**src/hw/rtl/wscp_pkg.sv**
```systemverilog
// ----------------------------------------------------------------------------
// wscp_pkg
// Shared widths, command and register codes, and the control/status types
// that join the controller and the datapath of the state counter pacer.
// ----------------------------------------------------------------------------
package wscp_pkg;

    localparam int STATE_WIDTH   = 16;
    localparam int N_WIDTH       = STATE_WIDTH + 1;
    localparam int WORD_WIDTH    = 32;
    localparam int DVD_WIDTH     = WORD_WIDTH + 2;
    localparam int OVER_WIDTH    = WORD_WIDTH + 2;
    localparam int PERIOD_WIDTH  = 26;
    localparam int CAP_WIDTH     = PERIOD_WIDTH + 7;
    localparam int CMD_WIDTH     = 3;
    localparam int CFG_IDX_WIDTH = 2;
    localparam int DIV_STEPS     = DVD_WIDTH;
    localparam int DIV_CNT_WIDTH = $clog2(DIV_STEPS);
    localparam int LAG_FACTOR    = 100;

    localparam logic [WORD_WIDTH-1:0] WORD_MAX = 32'hFFFF_FFFF;

    localparam logic [STATE_WIDTH-1:0]  RST_FIRST  = STATE_WIDTH'(1);
    localparam logic [STATE_WIDTH-1:0]  RST_LAST   = STATE_WIDTH'(10);
    localparam logic [PERIOD_WIDTH-1:0] RST_PERIOD = PERIOD_WIDTH'(100);

    localparam logic [CMD_WIDTH-1:0] CMD_BEGIN   = 3'd0;
    localparam logic [CMD_WIDTH-1:0] CMD_END     = 3'd1;
    localparam logic [CMD_WIDTH-1:0] CMD_ADD_CUR = 3'd2;
    localparam logic [CMD_WIDTH-1:0] CMD_ADD_GIV = 3'd3;
    localparam logic [CMD_WIDTH-1:0] CMD_SET     = 3'd4;
    localparam logic [CMD_WIDTH-1:0] CMD_DIFF    = 3'd5;

    localparam logic [CFG_IDX_WIDTH-1:0] REG_FIRST  = 2'd0;
    localparam logic [CFG_IDX_WIDTH-1:0] REG_LAST   = 2'd1;
    localparam logic [CFG_IDX_WIDTH-1:0] REG_PERIOD = 2'd2;

    typedef struct packed {
        logic capture;
        logic prep;
        logic div_step;
        logic fix;
        logic late;
        logic commit;
    } t_dp_cmd;

    typedef struct packed {
        logic [CMD_WIDTH-1:0] cmd;
    } t_dp_stat;

endpackage

```
**src/hw/rtl/wscp_if.sv**
```systemverilog
// ----------------------------------------------------------------------------
// wscp interfaces
// Valid/ready channels of the state counter pacer: request, response and
// configuration write.
// ----------------------------------------------------------------------------
interface wscp_req_if import wscp_pkg::*; ();
    logic                         valid;
    logic                         ready;
    logic [CMD_WIDTH-1:0]         command;
    logic signed [WORD_WIDTH-1:0] given_state;
    logic signed [WORD_WIDTH-1:0] step_count;
    logic [WORD_WIDTH-1:0]        now_ms;

    modport source (output valid, command, given_state, step_count, now_ms, input ready);
    modport sink   (input valid, command, given_state, step_count, now_ms, output ready);
endinterface

interface wscp_rsp_if import wscp_pkg::*; ();
    logic                   valid;
    logic                   ready;
    logic [STATE_WIDTH-1:0] current_state;
    logic [STATE_WIDTH-1:0] answer;
    logic [WORD_WIDTH-1:0]  elapsed_ms;
    logic [WORD_WIDTH-1:0]  lag_ms;
    logic                   is_late;
    logic [WORD_WIDTH-1:0]  resume_at_ms;

    modport source (output valid, current_state, answer, elapsed_ms, lag_ms, is_late,
                    resume_at_ms, input ready);
    modport sink   (input valid, current_state, answer, elapsed_ms, lag_ms, is_late,
                    resume_at_ms, output ready);
endinterface

interface wscp_cfg_if import wscp_pkg::*; ();
    logic                     valid;
    logic                     ready;
    logic [CFG_IDX_WIDTH-1:0] addr;
    logic [WORD_WIDTH-1:0]    data;

    modport source (output valid, addr, data, input ready);
    modport sink   (input valid, addr, data, output ready);
endinterface

```
**src/hw/rtl/wscp_rem.sv**
```systemverilog
// ----------------------------------------------------------------------------
// wscp_rem
// Bit-serial remainder unit: magnitude of a signed dividend modulo the
// range size, one dividend bit per step.
// ----------------------------------------------------------------------------
module wscp_rem import wscp_pkg::*; (
    input  logic                        i_clk,
    input  logic                        i_load,
    input  logic                        i_step,
    input  logic signed [DVD_WIDTH-1:0] i_dividend,
    input  logic [N_WIDTH-1:0]          i_divisor,
    output logic [N_WIDTH-1:0]          o_rem,
    output logic                        o_neg
);

    logic [DVD_WIDTH-1:0] r_mag;
    logic [N_WIDTH-1:0]   r_rem;
    logic                 r_neg;
    logic [N_WIDTH:0]     w_trial;
    logic [N_WIDTH:0]     w_diff;

    assign w_trial = {r_rem, r_mag[DVD_WIDTH-1]};
    assign w_diff  = w_trial - {1'b0, i_divisor};

    always_ff @(posedge i_clk) begin
        if (i_load) begin
            r_mag <= i_dividend[DVD_WIDTH-1] ? DVD_WIDTH'(-i_dividend) : i_dividend;
            r_neg <= i_dividend[DVD_WIDTH-1];
            r_rem <= '0;
        end else if (i_step) begin
            r_mag <= {r_mag[DVD_WIDTH-2:0], 1'b0};
            // keep the partial remainder below the divisor
            if (w_trial >= {1'b0, i_divisor}) begin
                r_rem <= w_diff[N_WIDTH-1:0];
            end else begin
                r_rem <= w_trial[N_WIDTH-1:0];
            end
        end
    end

    assign o_rem = r_rem;
    assign o_neg = r_neg;

endmodule

```
**src/hw/rtl/wscp_ctrl.sv**
```systemverilog
// ----------------------------------------------------------------------------
// wscp_ctrl
// Sequencer of the state counter pacer: takes a request, steps the datapath
// through its phases and hands the response to the output register.
// ----------------------------------------------------------------------------
module wscp_ctrl import wscp_pkg::*; (
    input  logic     i_clk,
    input  logic     i_rst_n,
    input  logic     i_in_valid,
    output logic     o_in_ready,
    output logic     o_out_valid,
    input  logic     i_out_ready,
    output t_dp_cmd  o_cmd,
    input  t_dp_stat i_stat
);

    localparam logic [2:0] S_IDLE = 3'd0;
    localparam logic [2:0] S_PREP = 3'd1;
    localparam logic [2:0] S_DIV  = 3'd2;
    localparam logic [2:0] S_FIX  = 3'd3;
    localparam logic [2:0] S_LATE = 3'd4;
    localparam logic [2:0] S_DONE = 3'd5;

    logic [2:0]               r_state;
    logic [2:0]               n_state;
    logic [DIV_CNT_WIDTH-1:0] r_cnt;
    logic [DIV_CNT_WIDTH-1:0] n_cnt;
    logic                     r_out_valid;
    logic                     n_out_valid;
    logic                     w_slot_free;

    assign w_slot_free = !r_out_valid || i_out_ready;

    always_comb begin
        n_state = r_state;
        n_cnt   = r_cnt;
        o_cmd   = '0;
        case (r_state)
            S_IDLE: begin
                o_cmd.capture = i_in_valid;
                if (i_in_valid) begin
                    n_state = S_PREP;
                end
            end
            S_PREP: begin
                o_cmd.prep = 1'b1;
                n_cnt      = '0;
                if (i_stat.cmd == CMD_END) begin
                    n_state = S_LATE;
                end else if (i_stat.cmd inside {CMD_ADD_CUR, CMD_ADD_GIV, CMD_SET, CMD_DIFF}) begin
                    n_state = S_DIV;
                end else begin
                    n_state = S_DONE;
                end
            end
            S_DIV: begin
                o_cmd.div_step = 1'b1;
                n_cnt          = r_cnt + 1'b1;
                if (r_cnt == DIV_CNT_WIDTH'(DIV_STEPS - 1)) begin
                    n_state = S_FIX;
                end
            end
            S_FIX: begin
                o_cmd.fix = 1'b1;
                n_state   = S_DONE;
            end
            S_LATE: begin
                o_cmd.late = 1'b1;
                n_state    = S_DONE;
            end
            S_DONE: begin
                // hold until the output register is free
                o_cmd.commit = w_slot_free;
                if (w_slot_free) begin
                    n_state = S_IDLE;
                end
            end
            default: begin
                n_state = S_IDLE;
            end
        endcase
    end

    always_comb begin
        n_out_valid = r_out_valid;
        if (o_cmd.commit) begin
            n_out_valid = 1'b1;
        end else if (i_out_ready) begin
            n_out_valid = 1'b0;
        end
    end

    always_ff @(posedge i_clk) begin
        if (!i_rst_n) begin
            r_state     <= S_IDLE;
            r_cnt       <= '0;
            r_out_valid <= 1'b0;
        end else begin
            r_state     <= n_state;
            r_cnt       <= n_cnt;
            r_out_valid <= n_out_valid;
        end
    end

    assign o_in_ready  = (r_state == S_IDLE);
    assign o_out_valid = r_out_valid;

endmodule

```
**src/hw/rtl/wscp_dp.sv**
```systemverilog
// ----------------------------------------------------------------------------
// wscp_dp
// Datapath of the state counter pacer: configuration registers, counter,
// timing state, range wrap through the remainder unit, response register.
// ----------------------------------------------------------------------------
module wscp_dp import wscp_pkg::*; (
    input  logic                         i_clk,
    input  logic                         i_rst_n,
    input  t_dp_cmd                      i_cmd,
    output t_dp_stat                     o_stat,
    input  logic                         i_cfg_we,
    input  logic [CFG_IDX_WIDTH-1:0]     i_cfg_addr,
    input  logic [WORD_WIDTH-1:0]        i_cfg_data,
    input  logic [CMD_WIDTH-1:0]         i_command,
    input  logic signed [WORD_WIDTH-1:0] i_given_state,
    input  logic signed [WORD_WIDTH-1:0] i_step_count,
    input  logic [WORD_WIDTH-1:0]        i_now_ms,
    output logic [STATE_WIDTH-1:0]       o_current_state,
    output logic [STATE_WIDTH-1:0]       o_answer,
    output logic [WORD_WIDTH-1:0]        o_elapsed_ms,
    output logic [WORD_WIDTH-1:0]        o_lag_ms,
    output logic                         o_is_late,
    output logic [WORD_WIDTH-1:0]        o_resume_at_ms
);

    // configuration and block state
    logic [STATE_WIDTH-1:0]  r_first;
    logic [STATE_WIDTH-1:0]  r_last;
    logic [PERIOD_WIDTH-1:0] r_period;
    logic [STATE_WIDTH-1:0]  r_counter;
    logic [WORD_WIDTH-1:0]   r_begin;
    logic [WORD_WIDTH-1:0]   r_lag;

    // captured request
    logic [CMD_WIDTH-1:0]         r_cmd;
    logic signed [WORD_WIDTH-1:0] r_given;
    logic signed [WORD_WIDTH-1:0] r_count;
    logic [WORD_WIDTH-1:0]        r_now;

    // intermediate results
    logic [WORD_WIDTH-1:0]  r_elapsed;
    logic [WORD_WIDTH-1:0]  r_cap;
    logic [OVER_WIDTH-1:0]  r_over;
    logic [STATE_WIDTH-1:0] r_wrap;

    // response register
    logic [STATE_WIDTH-1:0] r_o_state;
    logic [STATE_WIDTH-1:0] r_o_answer;
    logic [WORD_WIDTH-1:0]  r_o_elapsed;
    logic [WORD_WIDTH-1:0]  r_o_lag;
    logic                   r_o_late;
    logic [WORD_WIDTH-1:0]  r_o_resume;

    logic [N_WIDTH-1:0]          w_n;
    logic signed [DVD_WIDTH-1:0] w_base;
    logic signed [DVD_WIDTH-1:0] w_add;
    logic signed [DVD_WIDTH-1:0] w_dvd;
    logic [CAP_WIDTH-1:0]        w_cap_full;
    logic [N_WIDTH-1:0]          w_rem;
    logic                        w_neg;
    logic [N_WIDTH-1:0]          w_adj;
    logic [N_WIDTH-1:0]          w_diff;
    logic [N_WIDTH-1:0]          w_dist;
    logic                        w_late;
    logic [WORD_WIDTH-1:0]       w_late_lag;
    logic [STATE_WIDTH-1:0]      w_cfg_state;

    logic [STATE_WIDTH-1:0] n_counter;
    logic [WORD_WIDTH-1:0]  n_lag;
    logic [WORD_WIDTH-1:0]  n_begin;
    logic [STATE_WIDTH-1:0] n_answer;
    logic [WORD_WIDTH-1:0]  n_elapsed;
    logic [WORD_WIDTH-1:0]  n_resume;

    assign w_n = {1'b0, r_last} - {1'b0, r_first} + N_WIDTH'(1);

    // offset of the value to wrap, relative to the first state
    always_comb begin
        if (r_cmd == CMD_ADD_CUR) begin
            w_base = {{(DVD_WIDTH - STATE_WIDTH){1'b0}}, r_counter};
        end else begin
            w_base = {{(DVD_WIDTH - WORD_WIDTH){r_given[WORD_WIDTH-1]}}, r_given};
        end
        if (r_cmd == CMD_ADD_CUR || r_cmd == CMD_ADD_GIV) begin
            w_add = {{(DVD_WIDTH - WORD_WIDTH){r_count[WORD_WIDTH-1]}}, r_count};
        end else begin
            w_add = '0;
        end
        w_dvd = w_base + w_add - {{(DVD_WIDTH - STATE_WIDTH){1'b0}}, r_first};
    end

    wscp_rem u_rem (
        .i_clk      (i_clk),
        .i_load     (i_cmd.prep),
        .i_step     (i_cmd.div_step),
        .i_dividend (w_dvd),
        .i_divisor  (w_n),
        .o_rem      (w_rem),
        .o_neg      (w_neg)
    );

    assign w_cap_full = CAP_WIDTH'(r_period) * CAP_WIDTH'(LAG_FACTOR);
    assign w_adj      = (w_neg && w_rem != '0) ? (w_n - w_rem) : w_rem;

    // forward distance, wrapped by the range size
    assign w_diff = {1'b0, r_counter} - {1'b0, r_wrap};
    assign w_dist = w_diff[N_WIDTH-1] ? (w_diff + w_n) : w_diff;

    // late when elapsed + lag - period is above zero
    assign w_late     = !r_over[OVER_WIDTH-1] && (r_over != '0);
    assign w_late_lag = (r_over > {{(OVER_WIDTH - WORD_WIDTH){1'b0}}, r_cap})
                        ? r_cap : r_over[WORD_WIDTH-1:0];

    always_comb begin
        n_counter = r_counter;
        n_lag     = r_lag;
        n_begin   = r_begin;
        n_answer  = '0;
        n_elapsed = '0;
        n_resume  = '0;
        case (r_cmd)
            CMD_BEGIN: begin
                n_begin = r_now;
            end
            CMD_END: begin
                n_counter = (r_counter == r_last) ? r_first : r_counter + 1'b1;
                n_elapsed = r_elapsed;
                n_lag     = w_late ? w_late_lag : '0;
                n_resume  = w_late ? r_now : r_now + WORD_WIDTH'(r_period);
            end
            CMD_ADD_CUR, CMD_ADD_GIV: begin
                n_answer = r_wrap;
            end
            CMD_SET: begin
                n_counter = r_wrap;
            end
            CMD_DIFF: begin
                n_answer = w_dist[STATE_WIDTH-1:0];
            end
            default: begin
            end
        endcase
    end

    assign w_cfg_state = i_cfg_data[STATE_WIDTH-1:0];

    // block state and configuration
    always_ff @(posedge i_clk) begin
        if (!i_rst_n) begin
            r_first   <= RST_FIRST;
            r_last    <= RST_LAST;
            r_period  <= RST_PERIOD;
            r_counter <= RST_FIRST;
            r_begin   <= '0;
            r_lag     <= '0;
        end else if (i_cmd.commit) begin
            r_counter <= n_counter;
            r_lag     <= n_lag;
            r_begin   <= n_begin;
        end else if (i_cfg_we) begin
            case (i_cfg_addr)
                REG_FIRST: begin
                    if (w_cfg_state <= r_last) begin
                        r_first <= w_cfg_state;
                        if (r_counter < w_cfg_state) begin
                            r_counter <= w_cfg_state;
                        end
                    end
                end
                REG_LAST: begin
                    if (w_cfg_state >= r_first) begin
                        r_last <= w_cfg_state;
                        if (r_counter > w_cfg_state) begin
                            r_counter <= w_cfg_state;
                        end
                    end
                end
                REG_PERIOD: begin
                    r_period <= i_cfg_data[PERIOD_WIDTH-1:0];
                end
                default: begin
                end
            endcase
        end
    end

    // request capture and intermediate results
    always_ff @(posedge i_clk) begin
        if (i_cmd.capture) begin
            r_cmd   <= i_command;
            r_given <= i_given_state;
            r_count <= i_step_count;
            r_now   <= i_now_ms;
        end
        if (i_cmd.prep) begin
            r_elapsed <= r_now - r_begin;
            r_cap     <= (w_cap_full > CAP_WIDTH'(WORD_MAX)) ? WORD_MAX
                                                            : w_cap_full[WORD_WIDTH-1:0];
        end
        if (i_cmd.late) begin
            r_over <= {{(OVER_WIDTH - WORD_WIDTH){1'b0}}, r_elapsed}
                    + {{(OVER_WIDTH - WORD_WIDTH){1'b0}}, r_lag}
                    - {{(OVER_WIDTH - PERIOD_WIDTH){1'b0}}, r_period};
        end
        if (i_cmd.fix) begin
            r_wrap <= r_first + w_adj[STATE_WIDTH-1:0];
        end
        if (i_cmd.commit) begin
            r_o_state   <= n_counter;
            r_o_answer  <= n_answer;
            r_o_elapsed <= n_elapsed;
            r_o_lag     <= n_lag;
            r_o_late    <= (n_lag != '0);
            r_o_resume  <= n_resume;
        end
    end

    assign o_stat.cmd      = r_cmd;
    assign o_current_state = r_o_state;
    assign o_answer        = r_o_answer;
    assign o_elapsed_ms    = r_o_elapsed;
    assign o_lag_ms        = r_o_lag;
    assign o_is_late       = r_o_late;
    assign o_resume_at_ms  = r_o_resume;

endmodule

```
**src/hw/rtl/wrapping_state_counter_pacer_core.sv**
```systemverilog
// ----------------------------------------------------------------------------
// wrapping_state_counter_pacer_core
// State counter that wraps between configured bounds and paces each state,
// tracking accumulated lateness.
// ----------------------------------------------------------------------------
// One request in, one response out. Requests are taken one at a time: begin
// runs a prepare and a done step, end adds a lateness step, and add_current,
// add_given, set_state and diff add a fix step after the bit-serial remainder
// unit wraps a value into the range, one bit of a 34-bit dividend per cycle.
// The response sits in an output register, so a new request is accepted while
// the previous response waits; a finished request waits in its last step only
// if that register is still full. Configuration writes are always ready and
// take effect on the edge they are accepted, unless a response commits on it;
// write them only while no request is in flight. A bound write that would
// cross the other bound is dropped, and one inside range clamps the counter.
// Unknown commands report the state with answer, elapsed and resume at zero.
module wrapping_state_counter_pacer_core import wscp_pkg::*; (
    input  logic        i_clk,
    input  logic        i_rst_n,
    wscp_cfg_if.sink    i_cfg,
    wscp_req_if.sink    i_req,
    wscp_rsp_if.source  o_rsp
);

    t_dp_cmd  w_cmd;
    t_dp_stat w_stat;
    logic     w_cfg_we;

    // configuration is always taken
    assign i_cfg.ready = 1'b1;
    assign w_cfg_we    = i_cfg.valid;

    wscp_ctrl u_ctrl (
        .i_clk       (i_clk),
        .i_rst_n     (i_rst_n),
        .i_in_valid  (i_req.valid),
        .o_in_ready  (i_req.ready),
        .o_out_valid (o_rsp.valid),
        .i_out_ready (o_rsp.ready),
        .o_cmd       (w_cmd),
        .i_stat      (w_stat)
    );

    wscp_dp u_dp (
        .i_clk           (i_clk),
        .i_rst_n         (i_rst_n),
        .i_cmd           (w_cmd),
        .o_stat          (w_stat),
        .i_cfg_we        (w_cfg_we),
        .i_cfg_addr      (i_cfg.addr),
        .i_cfg_data      (i_cfg.data),
        .i_command       (i_req.command),
        .i_given_state   (i_req.given_state),
        .i_step_count    (i_req.step_count),
        .i_now_ms        (i_req.now_ms),
        .o_current_state (o_rsp.current_state),
        .o_answer        (o_rsp.answer),
        .o_elapsed_ms    (o_rsp.elapsed_ms),
        .o_lag_ms        (o_rsp.lag_ms),
        .o_is_late       (o_rsp.is_late),
        .o_resume_at_ms  (o_rsp.resume_at_ms)
    );

endmodule

```
**src/flat_wrapper.sv**
```systemverilog
// flat-port wrapper written by rule: the top's interface ports become plain ports
module wrapping_state_counter_pacer_core_flat import wscp_pkg::*;
  (i_clk, i_rst_n, i_cfg_valid, i_cfg_addr, i_cfg_data, i_cfg_ready, i_req_valid, i_req_command, i_req_given_state, i_req_step_count, i_req_now_ms, i_req_ready, o_rsp_valid, o_rsp_current_state, o_rsp_answer, o_rsp_elapsed_ms, o_rsp_lag_ms, o_rsp_is_late, o_rsp_resume_at_ms, o_rsp_ready);
  wscp_cfg_if i_cfg_i ();
  wscp_req_if i_req_i ();
  wscp_rsp_if o_rsp_i ();
  input  logic i_clk;
  input  logic i_rst_n;
  input wire logic [$bits(i_cfg_i.valid)-1:0] i_cfg_valid;
  input wire logic [$bits(i_cfg_i.addr)-1:0] i_cfg_addr;
  input wire logic [$bits(i_cfg_i.data)-1:0] i_cfg_data;
  output wire logic [$bits(i_cfg_i.ready)-1:0] i_cfg_ready;
  input wire logic [$bits(i_req_i.valid)-1:0] i_req_valid;
  input wire logic [$bits(i_req_i.command)-1:0] i_req_command;
  input wire logic [$bits(i_req_i.given_state)-1:0] i_req_given_state;
  input wire logic [$bits(i_req_i.step_count)-1:0] i_req_step_count;
  input wire logic [$bits(i_req_i.now_ms)-1:0] i_req_now_ms;
  output wire logic [$bits(i_req_i.ready)-1:0] i_req_ready;
  output wire logic [$bits(o_rsp_i.valid)-1:0] o_rsp_valid;
  output wire logic [$bits(o_rsp_i.current_state)-1:0] o_rsp_current_state;
  output wire logic [$bits(o_rsp_i.answer)-1:0] o_rsp_answer;
  output wire logic [$bits(o_rsp_i.elapsed_ms)-1:0] o_rsp_elapsed_ms;
  output wire logic [$bits(o_rsp_i.lag_ms)-1:0] o_rsp_lag_ms;
  output wire logic [$bits(o_rsp_i.is_late)-1:0] o_rsp_is_late;
  output wire logic [$bits(o_rsp_i.resume_at_ms)-1:0] o_rsp_resume_at_ms;
  input wire logic [$bits(o_rsp_i.ready)-1:0] o_rsp_ready;
  assign i_cfg_i.valid = i_cfg_valid;
  assign i_cfg_i.addr = i_cfg_addr;
  assign i_cfg_i.data = i_cfg_data;
  assign i_cfg_ready = i_cfg_i.ready;
  assign i_req_i.valid = i_req_valid;
  assign i_req_i.command = i_req_command;
  assign i_req_i.given_state = i_req_given_state;
  assign i_req_i.step_count = i_req_step_count;
  assign i_req_i.now_ms = i_req_now_ms;
  assign i_req_ready = i_req_i.ready;
  assign o_rsp_valid = o_rsp_i.valid;
  assign o_rsp_current_state = o_rsp_i.current_state;
  assign o_rsp_answer = o_rsp_i.answer;
  assign o_rsp_elapsed_ms = o_rsp_i.elapsed_ms;
  assign o_rsp_lag_ms = o_rsp_i.lag_ms;
  assign o_rsp_is_late = o_rsp_i.is_late;
  assign o_rsp_resume_at_ms = o_rsp_i.resume_at_ms;
  assign o_rsp_i.ready = o_rsp_ready;
  wrapping_state_counter_pacer_core u_core (.i_clk(i_clk), .i_rst_n(i_rst_n), .i_cfg(i_cfg_i), .i_req(i_req_i), .o_rsp(o_rsp_i));
endmodule
```
**config.mk**
```make
export PLATFORM = sky130hd
export DESIGN_NAME = wrapping_state_counter_pacer_core_flat
export DESIGN_NICKNAME = d
export VERILOG_FILES = /design/src/hw/rtl/wscp_pkg.sv /design/src/hw/rtl/wscp_if.sv /design/src/hw/rtl/wscp_rem.sv /design/src/hw/rtl/wscp_ctrl.sv /design/src/hw/rtl/wscp_dp.sv /design/src/hw/rtl/wrapping_state_counter_pacer_core.sv /design/src/flat_wrapper.sv
export SDC_FILE = /design/constraint.sdc
export NUM_CORES = 2
export LEC_CHECK = 0
export BUFFER_PORTS_ARGS = -buffer_cell sky130_fd_sc_hd__buf_2
export CAP_MARGIN = 15
export CORE_MARGIN = 3
export CORE_UTILIZATION = 35
export DETAILED_ROUTE_END_ITERATION = 10
export GPL_TIMING_DRIVEN = 0
export PLACE_DENSITY_LB_ADDON = 0.3
export SLEW_MARGIN = 15
export SYNTH_ARGS = -nofsm -noshare
export SYNTH_HDL_FRONTEND = slang
export SYNTH_SLANG_ARGS = --single-unit
export TNS_END_PERCENT = 10
```
**constraint.sdc**
```tcl
create_clock -name i_clk -period 5.35 [get_ports i_clk]
set_input_delay 0.8025 -clock i_clk [delete_from_list [all_inputs] [get_ports i_clk]]
set_output_delay 0.8025 -clock i_clk [all_outputs]
set_load 0.05 [all_outputs]
```
==> results.cfg <==
[synth]
yosys-top-cells-count = 503 x inv_1, 423 x ha_1, 408 x nand2_1
mappedNetlistArea_sq_mm = 0.0388
synth_area_per_cell_sq_um = 9.36
ys_seq_area_share_pct = 37.6
postSynthCellCount = 4147
ys_top_cells_by_area = edfxtp_1 29%, ha_1 14%, dfxtp_1 8.5%
synthAdderAreaFrac_pct = 17.3
synth_nets = 4779
synth_edf_count = 376
ys_seq_elements = 541
synth_xor_area_share_pct = 5.89
yosysTopAreaCell = edfxtp_1
ys_warn_count = 0
yosys.area_share.simple_pct = 14.1
synthMuxAreaShare_pct = 2.97
synth_ff_type = edfxtp_1
synth_compound_area_share_pct = 15.8
synth.distinct_cells = 97
synth_async_sr_flop_share_pct = 0
synth_top_area_share_pct = 29.1
synth_top_family_by_area = adder cells
yosysMostFrequentCell = inv_1

[timing]
fin_ws_ns = 0.189
finalHoldViolations = 0
worstMarginPinSlew_ns = 1.09
fin_setup_tns_ns = 0
slew_viol_final = 0
skew_ns = 0.0355
slew_headroom_pct = 27.0
fmax_mhz = 194
final-setup-viol-count = 0
hold_ws_ns = 0.320
fin_crit_sh_pct = 96.5
fin_crit_ns = 5.16

[drt]
num_vias = 31368
firstDrtPassIters = 7
initialDrtViolationCount = 2214
wl_per_cell_um = 20.0
ant_nets = 0
via_per_inst = 5.18
wirelength_mm = 121
drcViolationCount = 0

[worst_hold_path]
hold_depth = 1
hp-start = i_req_command[0]
hold_end = u_core.u_dp.o_stat[0]
hp-class = input pin to flip-flop

[global_route]
antenna_found_initial = 19
grt_pass1_wl_mm = 181
grt_max_degree = 101
grt_overflow = 0
first_global_vias = 29752
grtUsageTotal_pct = 20.5

[critical_path]
crit_type = flip-flop to flip-flop
critical_path.top_delay_family = simple AND/OR/NAND/NOR gates
cp-end-kind = flip-flop
crit_path_max_fanout = 10
critical_path.max_stage_delay_ns = 0.58
cp-start-kind = flip-flop
cp_slowest_cell = or4_4
cp.required_ns = 5.69
crit_buf_inv = 3
reg2reg_setup_slack_ns = 0.19
r2r_end = u_core.u_dp.u_rem.r_mag[3]
worstPathCellList = nor2_2 > nand2_4 > buf_6 > mux2_2 > fa_1 > ha_2 > a21oi_1 > o211ai_2 > nor3b_4 > a211oi_2 > nor2_2 > o22ai_1 > or4_4 > a32oi_4 > inv_2 > buf_4 > nand2_1 > xor2_1 > o21ai_1
cp_data_arrival_time_ns = 5.50
reg2reg_from = u_core.u_dp.o_stat[2]
path_common_cell = nor2_2
reg2regPathDepth = 19

[power_and_ir_drop]
finalPower_mw = 17.6
power_density_mw_per_mm2 = 389
p_leak_nw = 19.7
peakVddDrop_mv = 0.327

[place]
dp_hpwl_mm = 97.1
post-place-cells = 5894
dp_slack_ns = -1.33
globalplace.congestion = 0.914
place_area_sq_mm = 0.0422
port_buffers = 261

[die]
ios = 270
num_rows = 121
start_util_pct = 35.4
fp.dieArea_sq_mm = 0.115
coreArea_sq_mm = 0.109
fp.dieW_um = 339
die_y_um = 339

[clock_tree]
postCtsHoldBufs = 0
worstSkewPairLatency_ns = 0.65
clk_pin_slew_ns = 0.06
cts_sinks = 541
cts_tree = done
clock-root-buffer = clkbuf_16
cts_max_path_buffers = 3
cts_max_level = 3
cts_buffers = 69

[cells_and_area]
stdcell_area_sq_mm = 0.0453
fin_nets = 5145
synthToLayoutAreaGrowth_pct = 16.8
stdcell_count = 6053
drive_gt1_share_pct = 12.7
final_util_pct = 41.4

[flow_run]
cap_violations = 0

[status]
status = complete, no violations
[area by class of cell]
cell class,count,area [sq um]
Tap cell,1476,1850
Sequential cell,541,14600
Antenna cell,8,20.0
Fill cell,10781,64200
Multi-Input combinational cell,2970,22300
Clock buffer,94,1990
Buffer,131,596
Clock inverter,33,384
Timing Repair Buffer,296,1660
Inverter,504,1900
[layer usage]
metal / routed length (um) / GRT usage, % / up-vias
met5: 110 / 0 / -
met4: 3740 / 7.03 / 18
met3: 8980 / 3.95 / 192
met2: 52700 / 31.6 / 945
met1: 55700 / 28.8 / 14908
li1: - / - / 15305
[worst max-delay path by stage]
stage / from / end / slack [ns] / depth (start not counted)
final: u_core.u_dp.o_stat[2] / u_core.u_dp.u_rem.r_mag[3] / 0.19 / 19
after global routing: u_core.u_dp.o_stat[2] / u_core.u_dp.u_rem.r_mag[29] / -0.04 / 20
after CTS: u_core.u_dp.o_stat[1] / u_core.u_dp.u_rem.r_mag[32] / -0.02 / 20
after detailed placement: u_core.u_dp.o_stat[1] / u_core.u_dp.u_rem.r_mag[32] / -1.33 / 21
after global placement: o_rsp_ready / u_core.u_dp.o_resume_at_ms[17] / -2.62 / 6
after floorplan: o_rsp_ready / u_core.u_dp.o_answer[0] / 0.14 / 5
[power by group]
part | internal (mW) | switching, mW
Clock | 2.95 | 1.92
Combinational | 2.89 | 4.36
Sequential | 5.21 | 0.303
[flip-flops by register name, summed over array words and instances (netlist names), 3 cells and up]
register                     count
u_core.u_dp.u_rem.o_rem         17
u_core.u_dp.o_elapsed_ms        32
u_core.u_dp.o_resume_at_ms      32
u_core.u_dp.r_first             16
u_core.u_dp.r_last              16
u_core.u_dp.o_current_state     16
u_core.u_ctrl.r_cnt              6
u_core.u_dp.r_period            26
u_core.u_dp.o_lag_ms            32
u_core.u_dp.o_stat               3
u_core.u_dp.r_count             32
u_core.u_dp.r_given             32
u_core.u_dp.r_cap               31
u_core.u_dp.r_now               32
u_core.u_ctrl.r_state            3
u_core.u_dp.r_counter           16
u_core.u_dp.o_answer            16
u_core.u_dp.r_wrap              16
u_core.u_dp.r_over              34
u_core.u_dp.r_begin             32
u_core.u_dp.r_elapsed           32
u_core.u_dp.r_lag               32
u_core.u_dp.u_rem.r_mag         34
[cell families after synthesis]
kind of cell               Yosys count
AOI/OAI and AO/OA                  930
xor gates and xnor gates           261
other                                1
adders and majority gates          494
muxes                              113
buffers and inverters              636
and+or+nand+nor                   1171
DFF                                541
[cell usage in the layout, fill, tap and decap left out, types with 70 or more instances in the layout]
master,n
edfxtp_1,376
xor2_1,94
o21ai_0,157
a21o_1,91
dfxtp_1,150
clkbuf_1,108
a21oi_1,234
nor2_1,313
xnor2_1,154
clkbuf_16,74
inv_1,500
buf_2,270
ha_1,412
mux2i_1,97
nand2_1,407
fa_1,70
[repair_timing]
item	CTS	global route
gates cloned	0	1
setup endpoints to repair	79	77
buffers inserted	5	19
resized for setup	65	68
pin swaps	4	21
Power figures use the tool's default switching activity.
